### src/rtl/si_pkg.sv
`default_nettype none

package si_pkg;

    localparam int FRAC_BITS = 8;

    // coordinate, difference, product and cross product widths
    localparam int CO_W   = 16;
    localparam int DIF_W  = CO_W + 1;
    localparam int PRD_W  = 2 * DIF_W;
    localparam int XP_W   = PRD_W + 1;
    localparam int P_W    = XP_W + DIF_W;
    localparam int A_W    = P_W + FRAC_BITS;
    localparam int Q_W    = CO_W + FRAC_BITS;
    localparam int M_W    = Q_W + 3;
    localparam int OUT_W  = 24;
    localparam int KIND_W = 3;
    localparam int DIV_STAGES = Q_W;

    typedef enum logic [KIND_W-1:0] {
        KIND_NONE   = 3'd0,
        KIND_CROSS  = 3'd1,
        KIND_START2 = 3'd2,
        KIND_END2   = 3'd3,
        KIND_START1 = 3'd4,
        KIND_END1   = 3'd5
    } t_kind;

    typedef struct packed {
        logic signed [CO_W-1:0] s1x;
        logic signed [CO_W-1:0] s1y;
        logic signed [CO_W-1:0] e1x;
        logic signed [CO_W-1:0] e1y;
        logic signed [CO_W-1:0] s2x;
        logic signed [CO_W-1:0] s2y;
        logic signed [CO_W-1:0] e2x;
        logic signed [CO_W-1:0] e2y;
    } t_seg;

    // item state through the divider
    typedef struct packed {
        t_kind                   kind;
        logic signed [OUT_W-1:0] ex;
        logic signed [OUT_W-1:0] ey;
        logic signed [CO_W-1:0]  ax;
        logic signed [CO_W-1:0]  ay;
        logic                    negx;
        logic                    negy;
        logic [XP_W-1:0]         dmag;
        logic [XP_W-1:0]         remx;
        logic [XP_W-1:0]         remy;
        logic [Q_W-1:0]          lowx;
        logic [Q_W-1:0]          lowy;
        logic [Q_W-1:0]          qx;
        logic [Q_W-1:0]          qy;
    } t_div;

    typedef struct packed {
        logic                    hit;
        logic [KIND_W-1:0]       hit_kind;
        logic signed [OUT_W-1:0] cross_x;
        logic signed [OUT_W-1:0] cross_y;
    } t_res;

    function automatic logic [OUT_W-1:0] to_fixed(input logic signed [CO_W-1:0] v);
        logic signed [63:0] w;
        w = 64'(v) <<< FRAC_BITS;
        return w[OUT_W-1:0];
    endfunction

    function automatic logic [OUT_W-1:0] wrap_out(input logic signed [M_W-1:0] v);
        logic signed [63:0] w;
        w = 64'(v);
        return w[OUT_W-1:0];
    endfunction

endpackage

`default_nettype wire

### src/rtl/si_if.sv
`default_nettype none


interface si_out_if;
    logic              valid;
    logic              ready;
    logic              hit;
    logic [2:0]        hit_kind;
    logic signed [23:0] cross_x;
    logic signed [23:0] cross_y;

    modport source (output valid, hit, hit_kind, cross_x, cross_y, input ready);
    modport sink (input valid, hit, hit_kind, cross_x, cross_y, output ready);
endinterface

`default_nettype wire

### src/rtl/si_skid.sv
`default_nettype none

module si_skid
    import si_pkg::*;
(
    input  wire logic i_clk,
    input  wire logic i_rst_n,
    input  wire logic i_valid,
    input  wire t_res i_res,
    output logic      o_ready,
    si_out_if.source  o_res
);

    logic r_out_v, r_skd_v;
    t_res r_out, r_skd;
    logic n_free, n_push;

    assign n_free = !r_out_v || o_res.ready;
    assign n_push = i_valid && !r_skd_v;

    always_ff @(posedge i_clk) begin
        if (!i_rst_n) begin
            r_out_v <= 1'b0;
            r_skd_v <= 1'b0;
        end else if (r_skd_v) begin
            if (n_free) begin
                r_out_v <= 1'b1;
                r_skd_v <= 1'b0;
            end
        end else if (n_push) begin
            if (n_free) begin
                r_out_v <= 1'b1;
            end else begin
                r_skd_v <= 1'b1;
            end
        end else if (n_free) begin
            r_out_v <= 1'b0;
        end
    end

    always_ff @(posedge i_clk) begin
        if (r_skd_v) begin
            if (n_free) begin
                r_out <= r_skd;
            end
        end else if (n_push) begin
            if (n_free) begin
                r_out <= i_res;
            end else begin
                r_skd <= i_res;
            end
        end
    end

    assign o_ready        = !r_skd_v;
    assign o_res.valid    = r_out_v;
    assign o_res.hit      = r_out.hit;
    assign o_res.hit_kind = r_out.hit_kind;
    assign o_res.cross_x  = r_out.cross_x;
    assign o_res.cross_y  = r_out.cross_y;

endmodule

`default_nettype wire

### src/flat_wrapper.sv
// flat-port wrapper written by rule: the top's interface ports become plain ports
module si_skid_flat import si_pkg::*;
  (i_clk, i_rst_n, i_valid, i_res, o_ready, o_res_valid, o_res_hit, o_res_hit_kind, o_res_cross_x, o_res_cross_y, o_res_ready);
  si_out_if o_res_i ();
  input  wire logic i_clk;
  input  wire logic i_rst_n;
  input  wire logic i_valid;
  input  wire t_res i_res;
  output logic o_ready;
  output wire logic [$bits(o_res_i.valid)-1:0] o_res_valid;
  output wire logic [$bits(o_res_i.hit)-1:0] o_res_hit;
  output wire logic [$bits(o_res_i.hit_kind)-1:0] o_res_hit_kind;
  output wire logic [$bits(o_res_i.cross_x)-1:0] o_res_cross_x;
  output wire logic [$bits(o_res_i.cross_y)-1:0] o_res_cross_y;
  input wire logic [$bits(o_res_i.ready)-1:0] o_res_ready;
  assign o_res_valid = o_res_i.valid;
  assign o_res_hit = o_res_i.hit;
  assign o_res_hit_kind = o_res_i.hit_kind;
  assign o_res_cross_x = o_res_i.cross_x;
  assign o_res_cross_y = o_res_i.cross_y;
  assign o_res_i.ready = o_res_ready;
  si_skid u_core (.i_clk(i_clk), .i_rst_n(i_rst_n), .i_valid(i_valid), .i_res(i_res), .o_ready(o_ready), .o_res(o_res_i));
endmodule
### config.mk
export PLATFORM = sky130hd
export DESIGN_NAME = si_skid_flat
export DESIGN_NICKNAME = d
export VERILOG_FILES = /design/src/rtl/si_pkg.sv /design/src/rtl/si_if.sv /design/src/rtl/si_skid.sv /design/src/flat_wrapper.sv
export SDC_FILE = /design/constraint.sdc
export NUM_CORES = 1
export LEC_CHECK = 0
export BUFFER_PORTS_ARGS = -buffer_cell sky130_fd_sc_hd__buf_2
export CORE_MARGIN = 3
export CORE_UTILIZATION = 55
export DETAILED_ROUTE_END_ITERATION = 7
export GPL_ROUTABILITY_DRIVEN = 0
export HOLD_SLACK_MARGIN = 0.12
export PLACE_DENSITY = 0.83
export SLEW_MARGIN = 30
export SYNTH_ARGS = -nofsm -noshare
export SYNTH_HDL_FRONTEND = slang
export SYNTH_SLANG_ARGS = --single-unit
### constraint.sdc
create_clock -name i_clk -period 9.03 [get_ports i_clk]
set_clock_uncertainty 0.15 [all_clocks]
set_input_delay 1.806 -clock i_clk [delete_from_list [all_inputs] [get_ports i_clk]]
set_output_delay 1.806 -clock i_clk [all_outputs]
set_load 0.02 [all_outputs]
==> flow_summary.toml <==
[yosys]
synth.distinct_cells = 13
ys_ff_latch = 106
ys_seq_area_frac = 0.792
syn_nets = 227
avgSynthCellArea_um2 = 23.4
ys_warn_count = 0
syn-cell-area_um2 = 3990
synth_cells = 171

[setup_path]
arrival_ps = 1610
path_class = "flip-flop to primary output"
crit_chain = "inv_1 > buf_2"
cp.required_ps = 7070
crit_fanout = 56
slowest_stage = "dfxtp_4"
cp-start-kind = "flip-flop"
cpPeakStageDelay_ps = 970
end_kind = "primary output"

[cells_and_area]
final_cell_mix = "109 x buf_2, 104 x edfxtp_1, 36 x mux2_4, 16 x mux2_2, 9 x clkbuf_8"
nets = 342
layout_commonest_cell = "buf_2"
stdcell_count = 387
diodes = 0
fin_util = 0.695
nFillCells = 494
drive_gt1_frac = 0.619
syn_to_final_growth_pct = 20.1

[status]
outcome = "completed"

[floorplan]
die-width_um = 91.2
coreArea_um2 = 6910
num_rows = 30
start_util = 0.578
die_area_um2 = 8320
num_io_pins = 110
dieHeight_um = 91.2

[sta]
setup_viol = 0
holdWs_ps = 397
period_minus_slack_ps = 3570
slew_headroom = 0.377
worst_pin_slew_ps = 935
clock.fmax_ghz = 0.280
period_share = 0.395
finalHoldViolCount = 0
fin_setup_tns_ps = 0
rsz0062_at_grt = "no"
slew_viol_final = 0

[detailed_routing]
dr_wl_met2_um = 2880
ant_nets = 0
wirelength_um = 6190
drc_errors = 0
wl_met3_um = 495
wirelength_met1_um = 2740
drt_iter0_drc = 60
viasPerCell = 4.96
drtPass1Iterations = 4
vias = 1919
top_layer_used = "met4"
wl_per_cell_um = 16.0

[clocking]
clk_latency_ps = 340
ctsLongestPathBuffers = 2
root_buffer = "clkbuf_8"
h-tree-depth = 3
cts_resized = 0
cts_tree = "built"
cts_buffers = 9
clkSinkCount = 106
cts_setup_buffers = 0
clk_pin_slew_ps = 100
hold_buffers = 0

[placed_design]
post-place-cells = 371
port_buffers = 109
hpwl_um = 4320

[run]
cap_violations = 0

[global_route]
grt_use_total = 0.153
antenna_found_initial = 0
grt_start_max_net_pins = 57
grt_pass1_wl_um = 9760
grt_pass1_vias = 1926
overflow = 0

[pwr]
vdd_drop_max_mv = 0.117
p_per_area_nw_per_um2 = 189
power_leakage_nw = 1.83

[hold_path]
hp-class = "flip-flop to flip-flop"
report_power, final:
group / leakage, nW / total, mW / internal [mW] / switching [mW]
Combinational: 0.756 / 0.0836 / 0.0373 / 0.0463
Sequential: 0.994 / 0.574 / 0.566 / 0.00805
Clock: 0.0843 / 0.248 / 0.101 / 0.147
Total: 1.83 / 0.906 / 0.705 / 0.201
layer usage:
metal  vias to the layer above  track usage
met4                         0       0.0553
met1                       920        0.203
met3                         7       0.0481
met2                        85        0.239
li1                        907            -
met5                         -            0
cell usage after synthesis (all sizes together):
cell type / instances / share of area
nor3b: 2 / 0.0050
nand2b: 1 / 0.0016
mux2: 52 / 0.18
buf: 6 / 0.015
nor2: 1 / 0.00094
inv: 1 / 0.00094
o21a: 1 / 0.0019
edfxtp: 104 / 0.78
a21boi: 1 / 0.0019
dfxtp: 2 / 0.010
registers in the layout (all words and copies together) (netlist names):
name                   cells
u_core.o_res.cross_x      24
u_core.o_res.hit_kind      3
u_core.r_skd_v             1
u_core.r_skd              52
u_core.o_res.hit           1
u_core.o_res.valid         1
u_core.o_res.cross_y      24
cell families after synthesis:
group,share of synthesized area
buffers and inverters,0.0163
AND/OR/NAND/NOR,0.00752
AO/OA/AOI/OAI,0.00376
multiplexers,0.180
flip-flops,0.792
stage by stage:
step / setup slack (ps) / area, µm² / power [mW]
finish: 5460 / 4800 / 0.906
global route: 5340 / 4800 / 0.937
CTS: 5440 / 4800 / 0.915
detailed placement: 5080 / 4630 / 0.671
global placement: 4950 / 4620 / 0.668
floorplan: 2480 / 3990 / 0.636
final timing paths:
kind | startpoint | end | slack (ps) | cells after the start
max | u_core.r_skd_v | o_ready | 5460 | 2
min | u_core.r_skd[5] | u_core.o_res.cross_y[5] | 400 | 1
max reg2reg | u_core.r_skd_v | u_core.r_skd[42] | 6580 | 2
min reg2reg | u_core.r_skd[5] | u_core.o_res.cross_y[5] | 400 | 1
worst max-delay path: cells and delay by family, from the launching register on:
family | cells | cell delay, ps
flip-flops | 1 | 970
buffers and inverters | 2 | 290
area by class of cell:
class                   count  area [µm²]  share of cell area
clock buffers              10         128              0.0266
clock inverters             6        42.5             0.00887
inverters                   1        3.75            0.000782
multi-input cells          58         785               0.163
flip-flops and latches    106        3170               0.660
well taps                  96         120              0.0250
repair buffers            110         553               0.115
Power figures use the tool's default switching activity.
