File: config.mk
export PLATFORM = sky130hd
export DESIGN_NAME = si_round
export DESIGN_NICKNAME = d
export VERILOG_FILES = /design/src/rtl/si_pkg.sv /design/src/rtl/si_round.sv
export SDC_FILE = /design/constraint.sdc
export NUM_CORES = 1
export LEC_CHECK = 0
export BUFFER_PORTS_ARGS = -buffer_cell sky130_fd_sc_hd__buf_4
export CORE_UTILIZATION = 47
export DETAILED_ROUTE_END_ITERATION = 16
export PLACE_DENSITY = 0.73
export SLEW_MARGIN = 15
export SYNTH_ARGS = -nofsm -noshare
export SYNTH_HDL_FRONTEND = slang
export SYNTH_SLANG_ARGS = --single-unit
File: constraint.sdc
create_clock -name i_clk -period 13.2 [get_ports i_clk]
set_input_delay 0 -clock i_clk [delete_from_list [all_inputs] [get_ports i_clk]]
set_output_delay 0 -clock i_clk [all_outputs]
set_load 0.01 [all_outputs]
File: src/rtl/si_pkg.sv
`default_nettype none

package si_pkg;

    localparam int FRAC_BITS = 8;

    // coordinate, difference, product and cross product widths
    localparam int CO_W   = 16;
    localparam int DIF_W  = CO_W + 1;
    localparam int PRD_W  = 2 * DIF_W;
    localparam int XP_W   = PRD_W + 1;
    localparam int P_W    = XP_W + DIF_W;
    localparam int A_W    = P_W + FRAC_BITS;
    localparam int Q_W    = CO_W + FRAC_BITS;
    localparam int M_W    = Q_W + 3;
    localparam int OUT_W  = 24;
    localparam int KIND_W = 3;
    localparam int DIV_STAGES = Q_W;

    typedef enum logic [KIND_W-1:0] {
        KIND_NONE   = 3'd0,
        KIND_CROSS  = 3'd1,
        KIND_START2 = 3'd2,
        KIND_END2   = 3'd3,
        KIND_START1 = 3'd4,
        KIND_END1   = 3'd5
    } t_kind;

    typedef struct packed {
        logic signed [CO_W-1:0] s1x;
        logic signed [CO_W-1:0] s1y;
        logic signed [CO_W-1:0] e1x;
        logic signed [CO_W-1:0] e1y;
        logic signed [CO_W-1:0] s2x;
        logic signed [CO_W-1:0] s2y;
        logic signed [CO_W-1:0] e2x;
        logic signed [CO_W-1:0] e2y;
    } t_seg;

    // item state through the divider
    typedef struct packed {
        t_kind                   kind;
        logic signed [OUT_W-1:0] ex;
        logic signed [OUT_W-1:0] ey;
        logic signed [CO_W-1:0]  ax;
        logic signed [CO_W-1:0]  ay;
        logic                    negx;
        logic                    negy;
        logic [XP_W-1:0]         dmag;
        logic [XP_W-1:0]         remx;
        logic [XP_W-1:0]         remy;
        logic [Q_W-1:0]          lowx;
        logic [Q_W-1:0]          lowy;
        logic [Q_W-1:0]          qx;
        logic [Q_W-1:0]          qy;
    } t_div;

    typedef struct packed {
        logic                    hit;
        logic [KIND_W-1:0]       hit_kind;
        logic signed [OUT_W-1:0] cross_x;
        logic signed [OUT_W-1:0] cross_y;
    } t_res;

    function automatic logic [OUT_W-1:0] to_fixed(input logic signed [CO_W-1:0] v);
        logic signed [63:0] w;
        w = 64'(v) <<< FRAC_BITS;
        return w[OUT_W-1:0];
    endfunction

    function automatic logic [OUT_W-1:0] wrap_out(input logic signed [M_W-1:0] v);
        logic signed [63:0] w;
        w = 64'(v);
        return w[OUT_W-1:0];
    endfunction

endpackage

`default_nettype wire

File: src/rtl/si_round.sv
`default_nettype none

module si_round
    import si_pkg::*;
(
    input  wire logic i_clk,
    input  wire logic i_rst_n,
    input  wire logic i_ce,
    input  wire logic i_valid,
    input  wire t_div i_d,
    output logic      o_valid,
    output t_res      o_res
);

    logic [1:0]             r_v;
    t_kind                  r1_kind;
    logic signed [OUT_W-1:0] r1_ex, r1_ey;
    logic signed [M_W-1:0]  r1_mx, r1_my;
    logic [XP_W-1:0]        r1_rrx, r1_rry, r1_dmag;
    t_res                   r2_res;

    logic signed [M_W-1:0]  n_qx, n_qy, n_mx, n_my, n_fx, n_fy;
    logic                   n_nzx, n_nzy, n_upx, n_upy;
    logic [XP_W:0]          n_2x, n_2y, n_dv;

    always_comb begin
        // floor of the scaled offset, with its remainder
        n_nzx = (i_d.remx != '0);
        n_nzy = (i_d.remy != '0);
        n_qx  = $signed({3'b000, i_d.qx});
        n_qy  = $signed({3'b000, i_d.qy});
        if (i_d.negx) begin
            n_qx = n_nzx ? ~n_qx : -n_qx;
        end
        if (i_d.negy) begin
            n_qy = n_nzy ? ~n_qy : -n_qy;
        end
        n_mx = (M_W'(i_d.ax) <<< FRAC_BITS) + n_qx;
        n_my = (M_W'(i_d.ay) <<< FRAC_BITS) + n_qy;

        // half-way ties go away from zero
        n_dv  = {1'b0, r1_dmag};
        n_2x  = {r1_rrx, 1'b0};
        n_2y  = {r1_rry, 1'b0};
        n_upx = (n_2x > n_dv) || (n_2x == n_dv && !r1_mx[M_W-1]);
        n_upy = (n_2y > n_dv) || (n_2y == n_dv && !r1_my[M_W-1]);
        n_fx  = r1_mx + M_W'(n_upx);
        n_fy  = r1_my + M_W'(n_upy);
    end

    always_ff @(posedge i_clk) begin
        if (!i_rst_n) begin
            r_v <= '0;
        end else if (i_ce) begin
            r_v <= {r_v[0], i_valid};
        end
    end

    always_ff @(posedge i_clk) begin
        if (i_ce) begin
            r1_kind <= i_d.kind;
            r1_ex   <= i_d.ex;
            r1_ey   <= i_d.ey;
            r1_mx   <= n_mx;
            r1_my   <= n_my;
            r1_rrx  <= (i_d.negx && n_nzx) ? XP_W'(i_d.dmag - i_d.remx) : i_d.remx;
            r1_rry  <= (i_d.negy && n_nzy) ? XP_W'(i_d.dmag - i_d.remy) : i_d.remy;
            r1_dmag <= i_d.dmag;

            r2_res.hit      <= (r1_kind != KIND_NONE);
            r2_res.hit_kind <= r1_kind;
            case (r1_kind)
                KIND_NONE: begin
                    r2_res.cross_x <= '0;
                    r2_res.cross_y <= '0;
                end
                KIND_CROSS: begin
                    r2_res.cross_x <= wrap_out(n_fx);
                    r2_res.cross_y <= wrap_out(n_fy);
                end
                default: begin
                    r2_res.cross_x <= r1_ex;
                    r2_res.cross_y <= r1_ey;
                end
            endcase
        end
    end

    assign o_valid = r_v[1];
    assign o_res   = r2_res;

endmodule

`default_nettype wire

==> metrics.csv <==
metric,value,unit
cts-root-buf,clkbuf_16,
syn_area,17700,um2
antenna_found_initial,3,
final_area,23800,um2
grt_pass1_wl,81300,um
post_cts_buffers,0,
tritoncts,yes,
die_y,196,um
critPathMaxFanout,7,
crit_chain,"dlygate4sd3_1, buf_4, nor4_1, nand4_1, nor3_1, nand2_1, or3_1, o21ai_0, xnor2_1, ha_1, fa_1, a21o_1, a21oi_1, o21ai_0, o41ai_1, o21ai_0, o21a_1, nor2_1, xnor2_1, dlygate4sd3_1",
finalWirelength,51900,um
firstDrtPassIters,5,
clk_latency,0.58,ns
yosysSeqAreaShare,44.0,%
failed_checks,negative hold slack,
crit_path_start_kind,input port,
wl_per_cell,18.6,um
post_drt_via_cell_ratio,5.62,
final_net_count,2774,
hold_viol,11,
synth_edf_count,258,
synth_area_per_cell,9.95,um2
drcViolationCount,0,
crit_type,input port to register,
drtAntennaViolNets,0,
cpLargestDelayFamily,simple AND/OR/NAND/NOR gates,
coreArea,36800,um2
clockBufferDepth,3,
async_flop_share,0,%
ir_drop,92.0,uV
gp_congestion,0.927,
yosysWarnings,0,
cp_slowest_cell,nor4_1,
cp-end-kind,register,
htree_num_levels,1,
clkTransAtPathRegs,0.06,ns
ios,343,
worstPathArrival,6.26,ns
setup_viol,0,
clock-sinks,260,
max-cap-violations,0,
final.setup_skew,0.0177,ns
drive_gt1_share,15.8,%
die_area,38400,um2
status,"finished, violations left",
syn2layout_area_growth,34.3,%
start_util,48.1,%
power_leakage,10.2,nW
worstPathRequired,13.53,ns
tns,0,ns
cts_hold_buffers,235,
maxSlewHeadroom,32.7,%
ys_types,61,
numPortBuffers,294,
via_count,15700,
power_density,111,nW/um2
rsz0062_at_grt,false,
synth_fp_nets,2249,
dieWidth,196,um
synth-seq-cells,260,
nFillCells,2803,
numCtsBuffers,30,
slew_viol_final,0,
worst-path-buf-inv,3,
rows,70,
synthFlopType,edfxtp_1,
hold_ws,-0.0257,ns
syn_inst,1777,
fmax,168,MHz
post_cts_resized,0,
finalPower,2.64,mW
crit_top_cell,o21ai_0,
timing.final.crit_share,45.0,%
hpwl,37000,um
place_area,20400,um2
grt_max_degree,115,
gr-total-overflow,0,
grt_pass1_vias,15800,
hp-class,input port to register,
period_needed,5.94,ns
worst_pin_slew,1.01,ns
max_stage_delay,0.82,ns
track_usage,26.7,%
drt-initial-drc-count,1048,
per-stage QoR:
stage	util, %	std cells	worst slack (ns)
global placement	55.4	2503	7.54
CTS	64.6	2794	7.35
detailed placement	55.4	2503	7.46
finish	64.6	2796	7.26
global route	64.6	2796	6.83
floorplan	-	1777	9.01
cells in the final DEF (no fill, tap or decap), types with 6 or more instances in the layout:
| cell | count |
|---|---|
| buf_4 | 299 |
| edfxtp_1 | 258 |
| dlygate4sd3_1 | 235 |
| nand2_1 | 198 |
| ha_1 | 178 |
| o21ai_0 | 177 |
| inv_1 | 135 |
| xnor2_1 | 113 |
| a21oi_1 | 108 |
| nor2_1 | 83 |
| a21o_1 | 63 |
| xor2_1 | 60 |
| nand3_1 | 45 |
| nand4_1 | 32 |
| clkbuf_16 | 30 |
| o31ai_1 | 28 |
| and3_1 | 23 |
| nor3_1 | 22 |
| o21a_1 | 22 |
| nor2b_1 | 21 |
| nor4_1 | 20 |
| o21bai_1 | 11 |
| nand2b_1 | 10 |
| a211oi_1 | 10 |
| o41ai_1 | 9 |
| or3_1 | 8 |
| a31oi_1 | 8 |
| or2_2 | 7 |
| or4_1 | 6 |
| or3_4 | 6 |
| o211ai_1 | 6 |
| and2_1 | 6 |
| clkinv_2 | 6 |
cells in the mapped netlist, types with 3 or more instances:
cell type	instances	area share, %
a211o_1	4	0.20
a211oi_1	10	0.42
a21boi_0	3	0.13
a21o_1	63	2.7
a21oi_1	108	3.1
a31oi_1	8	0.28
and2_1	6	0.21
and3_1	23	0.81
and4_1	5	0.25
clkbuf_1	41	0.87
edfxtp_1	258	44
fa_1	4	0.45
ha_1	178	13
inv_1	135	2.9
mux2i_1	5	0.28
nand2_1	198	4.2
nand2b_1	12	0.42
nand3_1	45	1.3
nand4_1	32	1.1
nor2_1	83	1.8
nor2b_1	21	0.74
nor3_1	22	0.62
nor4_1	20	0.71
o211ai_1	6	0.25
o21a_1	22	0.93
o21ai_0	177	5.0
o21bai_1	11	0.47
o31a_1	4	0.20
o31ai_1	28	1.2
o41a_1	4	0.25
o41ai_1	9	0.45
or2_2	7	0.25
or3_1	8	0.28
or3_4	6	0.38
or4_1	6	0.25
xnor2_1	113	5.6
xor2_1	60	3.0
final timing paths:
check | from | endpoint | slack [ns] | depth (start not counted)
worst max register to register | r1_rrx[8]$_DFFE_PP_ | o_res[46]$_DFFE_PP_ | 9.06 | 17
worst min register to register | r1_kind[2]$_DFFE_PP_ | o_res[50]$_DFFE_PP_ | 0.51 | 0
worst min-delay path | i_ce | r1_ex[13]$_DFFE_PP_ | -0.03 | 1
worst max-delay path | i_d[136] | r1_mx[20]$_DFFE_PP_ | 7.26 | 20
cell families (layout without fill, tap and decap cells):
logic type	Yosys count	after routing	synth area share [%]
and+or+nand+nor	501	501	13.6
AOI/OAI and AO/OA	478	478	16.6
DFF	260	260	44.0
adders and majority gates	182	182	13.0
buffers and inverters	177	726	3.76
xor gates and xnor gates	173	173	8.57
muxes	6	6	0.347
other	0	2	0
sequential cells by signal (all words and copies together), names as in the netlist:
name	flops
o_res	52
r1_dmag	35
r1_rrx	35
r1_rry	35
r1_mx	25
r1_my	25
r1_ex	24
r1_ey	24
r1_kind	3
r_v	2
routing by layer:
metal / global-route usage (%) / up-vias / part of all wire (%)
li1: - / 7581 / -
met1: 32.6 / 7357 / 41
met2: 47.5 / 632 / 49
met3: 4.02 / 129 / 6.6
met4: 9.84 / 2 / 3.8
met5: 0 / - / 0.031
area by class of cell:
type / count / area, um2 / area share (%)
multi-input combinational: 1340 / 9240 / 38.9
sequential: 260 / 7790 / 32.8
timing repair buffer: 535 / 4610 / 19.4
clock buffer: 35 / 769 / 3.24
tap: 468 / 586 / 2.46
inverter: 135 / 507 / 2.13
clock inverter: 21 / 251 / 1.06
antenna: 2 / 5.00 / 0.0211
where the power goes:
| part | total [mW] | internal (mW) | switching (mW) | leakage [nW] |
|---|---|---|---|---|
| clock network | 0.872 | 0.516 | 0.356 | 0.492 |
| registers | 1.07 | 1.03 | 0.0469 | 2.55 |
| logic | 0.694 | 0.336 | 0.359 | 7.16 |
| total | 2.64 | 1.88 | 0.761 | 10.2 |
(Power assumes the default switching activity.)
