===== src/rtl/si_pkg.sv =====
`default_nettype none

package si_pkg;

    localparam int FRAC_BITS = 8;

    // coordinate, difference, product and cross product widths
    localparam int CO_W   = 16;
    localparam int DIF_W  = CO_W + 1;
    localparam int PRD_W  = 2 * DIF_W;
    localparam int XP_W   = PRD_W + 1;
    localparam int P_W    = XP_W + DIF_W;
    localparam int A_W    = P_W + FRAC_BITS;
    localparam int Q_W    = CO_W + FRAC_BITS;
    localparam int M_W    = Q_W + 3;
    localparam int OUT_W  = 24;
    localparam int KIND_W = 3;
    localparam int DIV_STAGES = Q_W;

    typedef enum logic [KIND_W-1:0] {
        KIND_NONE   = 3'd0,
        KIND_CROSS  = 3'd1,
        KIND_START2 = 3'd2,
        KIND_END2   = 3'd3,
        KIND_START1 = 3'd4,
        KIND_END1   = 3'd5
    } t_kind;

    typedef struct packed {
        logic signed [CO_W-1:0] s1x;
        logic signed [CO_W-1:0] s1y;
        logic signed [CO_W-1:0] e1x;
        logic signed [CO_W-1:0] e1y;
        logic signed [CO_W-1:0] s2x;
        logic signed [CO_W-1:0] s2y;
        logic signed [CO_W-1:0] e2x;
        logic signed [CO_W-1:0] e2y;
    } t_seg;

    // item state through the divider
    typedef struct packed {
        t_kind                   kind;
        logic signed [OUT_W-1:0] ex;
        logic signed [OUT_W-1:0] ey;
        logic signed [CO_W-1:0]  ax;
        logic signed [CO_W-1:0]  ay;
        logic                    negx;
        logic                    negy;
        logic [XP_W-1:0]         dmag;
        logic [XP_W-1:0]         remx;
        logic [XP_W-1:0]         remy;
        logic [Q_W-1:0]          lowx;
        logic [Q_W-1:0]          lowy;
        logic [Q_W-1:0]          qx;
        logic [Q_W-1:0]          qy;
    } t_div;

    typedef struct packed {
        logic                    hit;
        logic [KIND_W-1:0]       hit_kind;
        logic signed [OUT_W-1:0] cross_x;
        logic signed [OUT_W-1:0] cross_y;
    } t_res;

    function automatic logic [OUT_W-1:0] to_fixed(input logic signed [CO_W-1:0] v);
        logic signed [63:0] w;
        w = 64'(v) <<< FRAC_BITS;
        return w[OUT_W-1:0];
    endfunction

    function automatic logic [OUT_W-1:0] wrap_out(input logic signed [M_W-1:0] v);
        logic signed [63:0] w;
        w = 64'(v);
        return w[OUT_W-1:0];
    endfunction

endpackage

`default_nettype wire


===== src/rtl/si_div_step.sv =====
`default_nettype none

module si_div_step
    import si_pkg::*;
(
    input  wire logic i_clk,
    input  wire logic i_rst_n,
    input  wire logic i_ce,
    input  wire logic i_valid,
    input  wire t_div i_d,
    output logic      o_valid,
    output t_div      o_d
);

    logic          r_v;
    t_div          r_d;
    t_div          n_d;
    logic [XP_W:0] n_tx, n_ty, n_dv;

    // one restoring step per axis, one quotient bit
    always_comb begin
        n_d  = i_d;
        n_dv = {1'b0, i_d.dmag};
        n_tx = {i_d.remx, i_d.lowx[Q_W-1]};
        n_ty = {i_d.remy, i_d.lowy[Q_W-1]};
        if (n_tx >= n_dv) begin
            n_d.remx = XP_W'(n_tx - n_dv);
            n_d.qx   = {i_d.qx[Q_W-2:0], 1'b1};
        end else begin
            n_d.remx = n_tx[XP_W-1:0];
            n_d.qx   = {i_d.qx[Q_W-2:0], 1'b0};
        end
        if (n_ty >= n_dv) begin
            n_d.remy = XP_W'(n_ty - n_dv);
            n_d.qy   = {i_d.qy[Q_W-2:0], 1'b1};
        end else begin
            n_d.remy = n_ty[XP_W-1:0];
            n_d.qy   = {i_d.qy[Q_W-2:0], 1'b0};
        end
        n_d.lowx = i_d.lowx << 1;
        n_d.lowy = i_d.lowy << 1;
    end

    always_ff @(posedge i_clk) begin
        if (!i_rst_n) begin
            r_v <= 1'b0;
        end else if (i_ce) begin
            r_v <= i_valid;
        end
    end

    always_ff @(posedge i_clk) begin
        if (i_ce) begin
            r_d <= n_d;
        end
    end

    assign o_valid = r_v;
    assign o_d     = r_d;

endmodule

`default_nettype wire


===== config.mk =====
export PLATFORM = sky130hd
export DESIGN_NAME = si_div_step
export DESIGN_NICKNAME = d
export VERILOG_FILES = /design/src/rtl/si_pkg.sv /design/src/rtl/si_div_step.sv
export SDC_FILE = /design/constraint.sdc
export NUM_CORES = 1
export LEC_CHECK = 0
export BUFFER_PORTS_ARGS = -buffer_cell sky130_fd_sc_hd__buf_2
export CAP_MARGIN = 20
export CELL_PAD_IN_SITES_DETAIL_PLACEMENT = 1
export CELL_PAD_IN_SITES_GLOBAL_PLACEMENT = 2
export CORE_AREA = 2 2 222 224
export DETAILED_ROUTE_END_ITERATION = 10
export DIE_AREA = 0 0 224 226
export PLACE_DENSITY = 0.8
export SKIP_CTS_REPAIR_TIMING = 1
export SLEW_MARGIN = 40
export SYNTH_ARGS = -nofsm -noshare
export SYNTH_HDL_FRONTEND = slang
export SYNTH_SLANG_ARGS = --single-unit

===== constraint.sdc =====
create_clock -name i_clk -period 4.7 [get_ports i_clk]
set_input_delay 0.94 -clock i_clk [delete_from_list [all_inputs] [get_ports i_clk]]
set_output_delay 0.94 -clock i_clk [all_outputs]
set_load 0.01 [all_outputs]

==> results_dict.tcl, run 1 <==
set metrics [dict create \
    synth_top_family_by_area "compound AO/OA/AOI/OAI gates" \
    power_density_mw_per_mm2 411 \
    overflow 0 \
    track_usage_pct 23.0 \
    synth_edf_count 284 \
    via_per_inst 4.89 \
    synth_warnings 0 \
    setup_slack_ns 0.955 \
    finalHoldViolCount 0 \
    seq_power_share_pct 42.1 \
    min_period_ns 3.75 \
    clkPwrFrac_pct 38.6 \
    tightestPinTransition_ns 0.764 \
    p_leak_nw 7.86 \
    post-place-ws_ns 0.362 \
    drv_slew 0 \
    die_x_um 224 \
    synth.avg_cell_area_um2 12.8 \
    ant_nets 0 \
    tns_ns 0 \
    synthesis.area_mm2 0.0136 \
    synth_compound_area_share_pct 12.7 \
    cp_max_fo 43 \
    synth_simple_gate_area_share_pct 9.34 \
    synthCells 1060 \
    clockRootBuffer "clkbuf_16" \
    start_util_pct 28.0 \
    coreArea_mm2 0.0483 \
    tritoncts "done" \
    dieArea_mm2 0.0506 \
    layout-drive-gt1-share_pct 39.2 \
    grt_pass1_wl_um 83200 \
    critPathKind "input pin to register" \
    rows 81 \
    setup_viol 0 \
    status "finished, final reports clean" \
    clk_path_buf_depth 3 \
    wl_per_cell_um 26.1 \
    skew_ns 0 \
    numPortBuffers 572 \
    synth_flop_cell "edfxtp_1" \
    gp_congestion 1.01 \
    antenna_found_initial 25 \
    clock-sinks 285 \
    slew_headroom_pct 49.1 \
    finalPower_w 0.00754 \
    required_ns 4.99 \
    async_reset_ff_share_pct 0 \
    period_share_pct 79.7 \
    wirelength_um 60000 \
    max_freq_mhz 267 \
    hpwl_um 49500 \
    pin_count 577 \
    drtIter0Drc 603 \
    p_int_w 0.00544 \
    synthAdderAreaFrac_pct 6.76 \
    yosysUniqueCellTypes 78 \
    synth-xor-area-share_pct 3.62 \
    cap_violations 0 \
    r2r_slack_ns 4.07 \
    power.switching_w 0.00210 \
    comb_power_share_pct 19.3 \
    hold_path_class "register to register" \
    yosysTopAreaCell "edfxtp_1" \
    rsz0062_at_grt "no" \
    grt_pass1_vias 11500 \
    synth.area.top_cells "edfxtp_1 (63%), ha_1 (6.5%), a21oi_1 (3.6%), nand2_1 (2.5%), xnor2_1 (2.0%)" \
    area_delta_synth_final_pct 35.3 \
    start_kind "input pin" \
    switching_share_pct 27.9 \
    clock_latency_ns 0.55 \
    ys_seq_area_share_pct 63.1 \
    drc 0 \
    irDropWorstVdd_mv 0.197 \
    endpoint_kind "register" \
    synth_top_area_share_pct 62.9 \
    cts-htree-levels 2 \
    numCtsBuffers 37 \
    yosys-mux-area-fraction_pct 0.970 \
    first_pass_iters 7 \
    fin_nets 2004 \
    ys_ff_latch 285 \
    clkTransAtPathRegs_ns 0.06 \
    arrival_ns 4.04 \
    die_y_um 226 \
    num_vias 11200 \
    grt_max_degree 91 \
]
## worst max-delay path, cell delays in order
cell,delay [ns]
buf_2,0.14
ha_1,0.22
fa_1,0.42
nand2b_1,0.18
a211oi_1,0.35
o2111ai_1,0.29
a211oi_1,0.45
o31a_1,0.27
or2_2,0.17
buf_12,0.21
mux2_2,0.36
## layout by cell type, fill, tap and decap left out, drive strengths merged, types with 7 or more instances in the layout
cell    instances
o21ai          66
o21a            9
nor3           14
o211ai          9
clkbuf         47
nand3          26
nand4          20
inv            58
ha             70
clkinv          7
buf           583
nor2b           8
nor2           63
xor2           25
nand2          91
diode           9
o21bai         11
xnor2          31
a21oi          97
a31oi          11
nand2b         13
a21o           21
mux2            9
edfxtp        284
## cells in the mapped netlist (9+ instances only)
cell type  instances
nor3_1            13
o21a_1             9
nand2_1           90
o21ai_1           24
nand3_1           26
a21o_1            21
buf_2             14
nand2b_1          13
xnor2_1           31
o21bai_1          10
xor2_1            25
a21oi_1           97
buf_4              9
o211ai_1           9
edfxtp_1         284
nor2_1            63
a31oi_1           11
o21ai_0           41
nand4_1           20
ha_1              70
inv_1             56
## routing by layer
metal | vias to the layer above | wire length, µm | GRT usage, % | part of all wire (%)
met4 | 20 | 1490 | 6.45 | 2.5
met3 | 91 | 5220 | 7.56 | 8.7
met5 | - | 125 | 0 | 0.21
met2 | 372 | 29300 | 39.2 | 49
li1 | 5154 | - | - | -
met1 | 5589 | 23900 | 27.9 | 40
## cell type report
| class | instances | area [µm²] |
|---|---|---|
| multi-input cells | 679 | 4540 |
| fillers | 5408 | 30000 |
| well taps | 622 | 778 |
| clock inverters | 17 | 253 |
| inverters | 56 | 210 |
| repair buffers | 583 | 3020 |
| diodes | 9 | 22.5 |
| flip-flops and latches | 285 | 8550 |
| clock buffers | 47 | 963 |
## per-stage QoR
stage          std cells  hold slack (ns)  utilization [%]  cell area, µm²
2_1_floorplan       1061            0.538                -           13600
3_3_place_gp        2225            0.510             35.3           17100
3_5_place_dp        2225            0.537             35.3           17100
4_1_cts             2289            0.532             37.9           18300
5_1_grt             2292            0.539             37.9           18300
6_report            2298            0.556             37.9           18300
## power groups by stage
stage / logic (W) / registers, W / clock network [W]
5_1_grt: 0.00158 / 0.00320 / 0.00306
3_5_place_dp: 0.00146 / 0.00323 / 0
2_1_floorplan: 0.000607 / 0.00336 / 0
6_report: 0.00145 / 0.00318 / 0.00291
3_3_place_gp: 0.00144 / 0.00322 / 0
4_1_cts: 0.00147 / 0.00318 / 0.00297
## state kept, by name, summed over array words and instances, names as in the netlist
register / cells
o_valid: 1
o_d: 284
## cells by family after synthesis
group / Yosys count
buf+inv: 97
fa+ha+maj: 72
other cells: 1
mux: 12
xor+xnor: 56
compound gates: 271
simple gates: 266
flops: 285
## path summary, 6_finish.rpt
kind / from / to / depth (start not counted)
worst max-delay path: i_d[166] / o_d[99]$_DFFE_PP_ / 11
worst min-delay path: o_valid$_SDFFE_PN0P_ / o_valid$_SDFFE_PN0P_ / 2
worst max register to register: o_valid$_SDFFE_PN0P_ / o_valid$_SDFFE_PN0P_ / 2
worst min register to register: o_valid$_SDFFE_PN0P_ / o_valid$_SDFFE_PN0P_ / 2
No activity file was read; power rests on OpenSTA's default activity.
==> run 2: changes to the inputs <==
--- a/config.mk
+++ b/config.mk
@@ -5,14 +5,15 @@
 export SDC_FILE = /design/constraint.sdc
 export NUM_CORES = 1
 export LEC_CHECK = 0
+export ABC_AREA = 1
 export BUFFER_PORTS_ARGS = -buffer_cell sky130_fd_sc_hd__buf_2
 export CAP_MARGIN = 20
 export CELL_PAD_IN_SITES_DETAIL_PLACEMENT = 1
 export CELL_PAD_IN_SITES_GLOBAL_PLACEMENT = 2
-export CORE_AREA = 2 2 222 224
+export CORE_MARGIN = 2
+export CORE_UTILIZATION = 29
 export DETAILED_ROUTE_END_ITERATION = 10
-export DIE_AREA = 0 0 224 226
-export PLACE_DENSITY = 0.8
+export PLACE_DENSITY = 0.86
 export SKIP_CTS_REPAIR_TIMING = 1
 export SLEW_MARGIN = 40
 export SYNTH_ARGS = -nofsm -noshare
==> constraint.sdc (replaced) <==
create_clock -name i_clk -period 3.7 [get_ports i_clk]
set_input_delay 0.74 -clock i_clk [delete_from_list [all_inputs] [get_ports i_clk]]
set_output_delay 0.74 -clock i_clk [all_outputs]
set_load 0.01 [all_outputs]
==> run 2 against run 1 <==
Effect of this change: global-route usage up 2.1 points; critical path type unchanged; critical endpoint is now o_d[131]$_DFFE_PP_; die area increased by 5.6%; routed wire length grew 14%; clock skew did not move; non-clock buffer count increased by 1; first-iteration DRC count up 7.3%; highest routed layer unchanged.
==> results_dict.tcl, run 2 <==
set metrics [dict create \
    status "finished, final reports clean" \
    min_period_ns 2.78 \
    hold_path_class "input pin to register" \
    num_vias 13400 \
    fillers 6103 \
    area_delta_synth_final_pct 33.0 \
    synth.area.top_cells "edfxtp_1 (57%), nand2_1 (15%), inv_1 (6.0%), ha_1 (5.9%), nor2_1 (2.7%)" \
    r2r-start "o_valid$_SDFFE_PN0P_" \
    pin_count 577 \
    clockRootBuffer "clkbuf_16" \
    fin_nets 2560 \
    clock_latency_ns 0.53 \
    period_share_pct 75.3 \
    grt_pass1_wl_um 96600 \
    rsz0062_at_grt "no" \
    critPathSlowestCell "fa_1" \
    p_leak_nw 9.84 \
    final_cell_mix "nand2_1 (586), buf_2 (571), edfxtp_1 (284)" \
    wirelength_um 68400 \
    min_to "o_d[218]$_DFFE_PP_" \
    cp_cell_sequence "buf_2 -> inv_1 -> ha_1 -> fa_1 -> inv_1 -> nand3_1 -> nand3_1 -> nand3_1 -> nand3_2 -> nand2_1 -> nand2_1 -> nand2_1 -> nand2_2 -> buf_4 -> o21ai_0" \
    post-place-ws_ns 0.374 \
    cp_max_fo 26 \
    clk_path_buf_depth 3 \
    cap_violations 0 \
    final_common_cell "nand2_1" \
    grt_pass1_vias 14000 \
    seq_area_mm2 0.00855 \
    cts-htree-levels 2 \
    seq_power_share_pct 41.8 \
    multiInputGateArea_mm2 0.00533 \
    numCtsBuffers 36 \
    worst_r2r_path_depth 2 \
    whs_path_depth 1 \
    switching_share_pct 29.9 \
    slew_headroom_pct 46.0 \
    skew_ns 0 \
    die_x_um 231 \
    ant_nets 0 \
    comb_power_share_pct 20.7 \
    power.switching_w 0.00289 \
    start_util_pct 29.2 \
    tightestPinTransition_ns 0.810 \
    drv_slew 0 \
    via_per_inst 4.61 \
    die_y_um 231 \
    gp_congestion 0.992 \
    hpwl_um 57200 \
    async_reset_ff_share_pct 0 \
    synth_common_cells "nand2_1 (586), edfxtp_1 (284), inv_1 (238), nor2_1 (107), ha_1 (70)" \
    clkPwrFrac_pct 37.4 \
    synthesis.area_mm2 0.0150 \
    first_pass_iters 4 \
    p_int_w 0.00679 \
    ys_seq_area_share_pct 57.1 \
    synth.avg_cell_area_um2 9.41 \
    arrival_ns 3.06 \
    dieArea_mm2 0.0534 \
    r2r_end "o_valid$_SDFFE_PN0P_" \
    synth_edf_count 284 \
    synth_top_area_share_pct 57.0 \
    slowest_delay_ns 0.46 \
    finalHoldViolCount 0 \
    critPathKind "input pin to register" \
    start_kind "input pin" \
    synth_flop_cell "edfxtp_1" \
    r2r_slack_ns 2.89 \
    numPortBuffers 572 \
    yosysUniqueCellTypes 35 \
    grt_max_degree 84 \
    power_density_mw_per_mm2 486 \
    yosysTopAreaCell "edfxtp_1" \
    rows 83 \
    clkTransAtPathRegs_ns 0.06 \
    setup_viol 0 \
    synth_warnings 0 \
    irDropWorstVdd_mv 0.255 \
    antenna_found_initial 19 \
    final_cells 2913 \
    track_usage_pct 25.2 \
    endpoint_kind "register" \
    max_freq_mhz 359 \
    drc 0 \
    required_ns 3.98 \
    layout-drive-gt1-share_pct 31.9 \
    ys_ff_latch 285 \
    clock-sinks 285 \
    wl_per_cell_um 23.5 \
    coreArea_mm2 0.0512 \
    synthCells 1591 \
    setup_slack_ns 0.915 \
    largest_reg_flops 284 \
    tritoncts "done" \
    placedCellCount 2840 \
    overflow 0 \
    drtIter0Drc 647 \
    tns_ns 0 \
    min_from "i_d[218]" \
    yosysMostFrequentCell "nand2_1" \
]
## run 2: layer usage
metal  up-vias  wire length (µm)  track usage, %  part of all wire [%]
met5         -               108               0                  0.16
met4        16              1740            6.65                   2.5
met3       104              4090            5.84                   6.0
met2       415             34600            44.6                    51
met1      6537             27900            30.5                    41
li1       6369                 -               -                     -
## run 2: worst max path at each step
stage / start / end / slack [ns] / cells past startpoint
finish: i_d[95] / o_d[131]$_DFFE_PP_ / 0.92 / 15
global route: i_d[95] / o_d[152]$_DFFE_PP_ / 0.73 / 16
CTS: i_d[95] / o_d[147]$_DFFE_PP_ / 0.93 / 16
detailed placement: i_d[95] / o_d[147]$_DFFE_PP_ / 0.37 / 16
global placement: i_d[166] / o_d[154]$_DFFE_PP_ / 0.47 / 15
floorplan: i_d[95] / o_d[164]$_DFFE_PP_ / 1.06 / 16
## run 2: power by group through the flow
stage / Combinational, W / Clock (W) / Sequential (W)
floorplan: 0.000869 / 0 / 0.00426
global placement: 0.00200 / 0 / 0.00410
detailed placement: 0.00203 / 0 / 0.00411
CTS: 0.00204 / 0.00371 / 0.00405
global route: 0.00221 / 0.00383 / 0.00408
finish: 0.00201 / 0.00362 / 0.00405
## run 2: critical path: cells and delay by family
family	cells	cell delay [ns]
and+or+nand+nor	8	0.87
adders and majority gates	2	0.69
buffers and inverters	4	0.60
AOI/OAI and AO/OA	1	0.14
## run 2: cells by family (layout without fill, tap and decap cells)
logic type               Yosys count  in the layout  share of synthesized area (%)
AND/OR/NAND/NOR                  847            847                           24.2
adder cells (fa/ha/maj)           72             72                           6.12
other                              1              9                         0.0251
flip-flops                       285            285                           57.1
AO/OA/AOI/OAI                     87             87                           3.12
buffers and inverters            263            897                           7.30
XOR/XNOR                          36             36                           2.11
## run 2: area by class of cell
type | instances | share of cell area (%)
diodes | 7 | 0.0880
well taps | 680 | 4.27
repair buffers | 584 | 15.2
flip-flops and latches | 285 | 42.9
multi-input cells | 1044 | 26.8
inverters | 247 | 4.67
clock buffers | 42 | 4.64
clock inverters | 24 | 1.42
## run 2: through the flow
stage	power (W)	instance area, µm²	hold slack, ns	utilization [%]
final	0.00968	19900	0.361	38.9
after CTS	0.00980	19900	0.328	38.9
after floorplan	0.00513	15000	0.555	-
after global routing	0.0101	19900	0.335	38.9
after global placement	0.00610	18700	0.597	36.5
after detailed placement	0.00613	18700	0.640	36.5
==> run 3: changes to the inputs <==
==> constraint.sdc (replaced) <==
create_clock -name i_clk -period 2.7 [get_ports i_clk]
set_input_delay 0.54 -clock i_clk [delete_from_list [all_inputs] [get_ports i_clk]]
set_output_delay 0.54 -clock i_clk [all_outputs]
set_load 0.01 [all_outputs]
==> run 3 against run 2 <==
Effect of this change: die area did not move; global-route usage rose by 0.65 points; non-clock buffer count rose by 159; register-to-register slack got worse by 1.1 ns; clock power rose by 35%; largest cell class unchanged.
==> results_dict.tcl, run 3 (synthesis gave the netlist of run 2 again) <==
set metrics [dict create \
    coreArea_mm2 0.0512 \
    final_cell_mix "nand2_1 (586), buf_2 (571), edfxtp_1 (284)" \
    dieArea_mm2 0.0534 \
    skew_ns 0 \
    start_util_pct 29.2 \
    clkTransAtPathRegs_ns 0.06 \
    drv_slew 0 \
    rows 83 \
    die_x_um 231 \
    p_leak_nw 10.6 \
    overflow 0 \
    critPathSlowestCell "fa_1" \
    clock-sinks 285 \
    finalHoldViolCount 0 \
    largest_reg_flops 284 \
    tns_ns 0 \
    critPathKind "input pin to register" \
    drtIter0Drc 672 \
    post-place-ws_ns -0.213 \
    ant_nets 0 \
    clockRootBuffer "clkbuf_16" \
    crit_top_cell "nand2_1" \
    status "finished, final reports clean" \
    arrival_ns 2.68 \
    numCtsBuffers 35 \
    cp_max_fo 18 \
    via_per_inst 4.59 \
    cp_top_family "simple AND/OR/NAND/NOR gates" \
    numPortBuffers 572 \
    power_density_mw_per_mm2 641 \
    hpwl_um 58900 \
    pin_count 577 \
    first_pass_iters 4 \
    die_y_um 231 \
    gp_congestion 0.997 \
    rsz0062_at_grt "no" \
    clk_path_buf_depth 3 \
    wl_per_cell_um 22.8 \
    required_ns 3.00 \
    cts-htree-levels 2 \
    slowest_delay_ns 0.43 \
    clock_latency_ns 0.55 \
    setup_viol 0 \
    utilization_pct 41.2 \
    cap_violations 0 \
    grt_pass1_wl_um 99700 \
    hold_path_class "input pin to register" \
    min_period_ns 2.38 \
    num_vias 14100 \
    crit_buf_inv 5 \
    wirelength_um 69800 \
    fin_nets 2718 \
    drc 0 \
    endpoint_kind "register" \
    grt_max_degree 64 \
    period_share_pct 88.3 \
    tritoncts "done" \
    final_common_cell "nand2_1" \
    area_delta_synth_final_pct 40.8 \
    antenna_found_initial 11 \
    irDropWorstVdd_mv 0.341 \
    layout-drive-gt1-share_pct 36.5 \
    setup_slack_ns 0.316 \
    track_usage_pct 25.8 \
    start_kind "input pin" \
    cp_cell_sequence "buf_2 -> inv_1 -> ha_1 -> fa_1 -> inv_1 -> nand3_1 -> nand3_1 -> nand3_1 -> nand3_2 -> nand2_1 -> nand2_1 -> nand2_1 -> nand2_2 -> inv_2 -> buf_12 -> nand2_1 -> nand2_1" \
    max_freq_mhz 419 \
    grt_pass1_vias 14800 \
]
[run 3: path summary, 6_finish.rpt]
check             slack [ns]              endpoint                  from  depth (start not counted)
hold / removal          0.16     o_d[32]$_DFFE_PP_               i_d[31]                          1
setup / recovery        0.32    o_d[134]$_DFFE_PP_               i_d[95]                         17
setup reg to reg        1.82  o_valid$_SDFFE_PN0P_  o_valid$_SDFFE_PN0P_                          2
hold reg to reg         0.79  o_valid$_SDFFE_PN0P_  o_valid$_SDFFE_PN0P_                          2
[run 3: cell type report]
cell class	instances	area, µm²
Antenna cell	4	10.0
Multi-Input combinational cell	1044	5330
Inverter	247	930
Sequential cell	285	8550
Clock inverter	17	240
Tap cell	680	851
Timing Repair Buffer	743	4240
Clock buffer	40	915
Fill cell	6127	30100
[run 3: metrics by stage]
stage	cells	cell area, µm²	hold slack, ns	power (W)
after floorplan	1592	15000	0.555	0.00702
after global placement	2999	19900	0.600	0.00868
after detailed placement	2999	19900	0.637	0.00873
after CTS	3056	21100	0.128	0.0137
after global routing	3058	21100	0.138	0.0141
final	3060	21100	0.158	0.0135
[run 3: where the power goes]
part | switching [W] | leakage, nW | internal, W
sequential | 0.000155 | 2.79 | 0.00539
clock | 0.00197 | 0.553 | 0.00291
combinational | 0.00189 | 7.25 | 0.00120
[run 3: worst register-to-register path: stages, from the launching register on]
cell and delay (ns):
dfxtp_1 0.37, o21ai_0 0.31, a21oi_1 0.07
[run 3: layer usage]
metal	vias up	share of wire (%)	track usage [%]
li1	6675	-	-
met1	6870	41	31.6
met2	413	50	45.9
met3	94	5.1	4.81
met4	8	3.0	7.86
met5	-	0.072	0
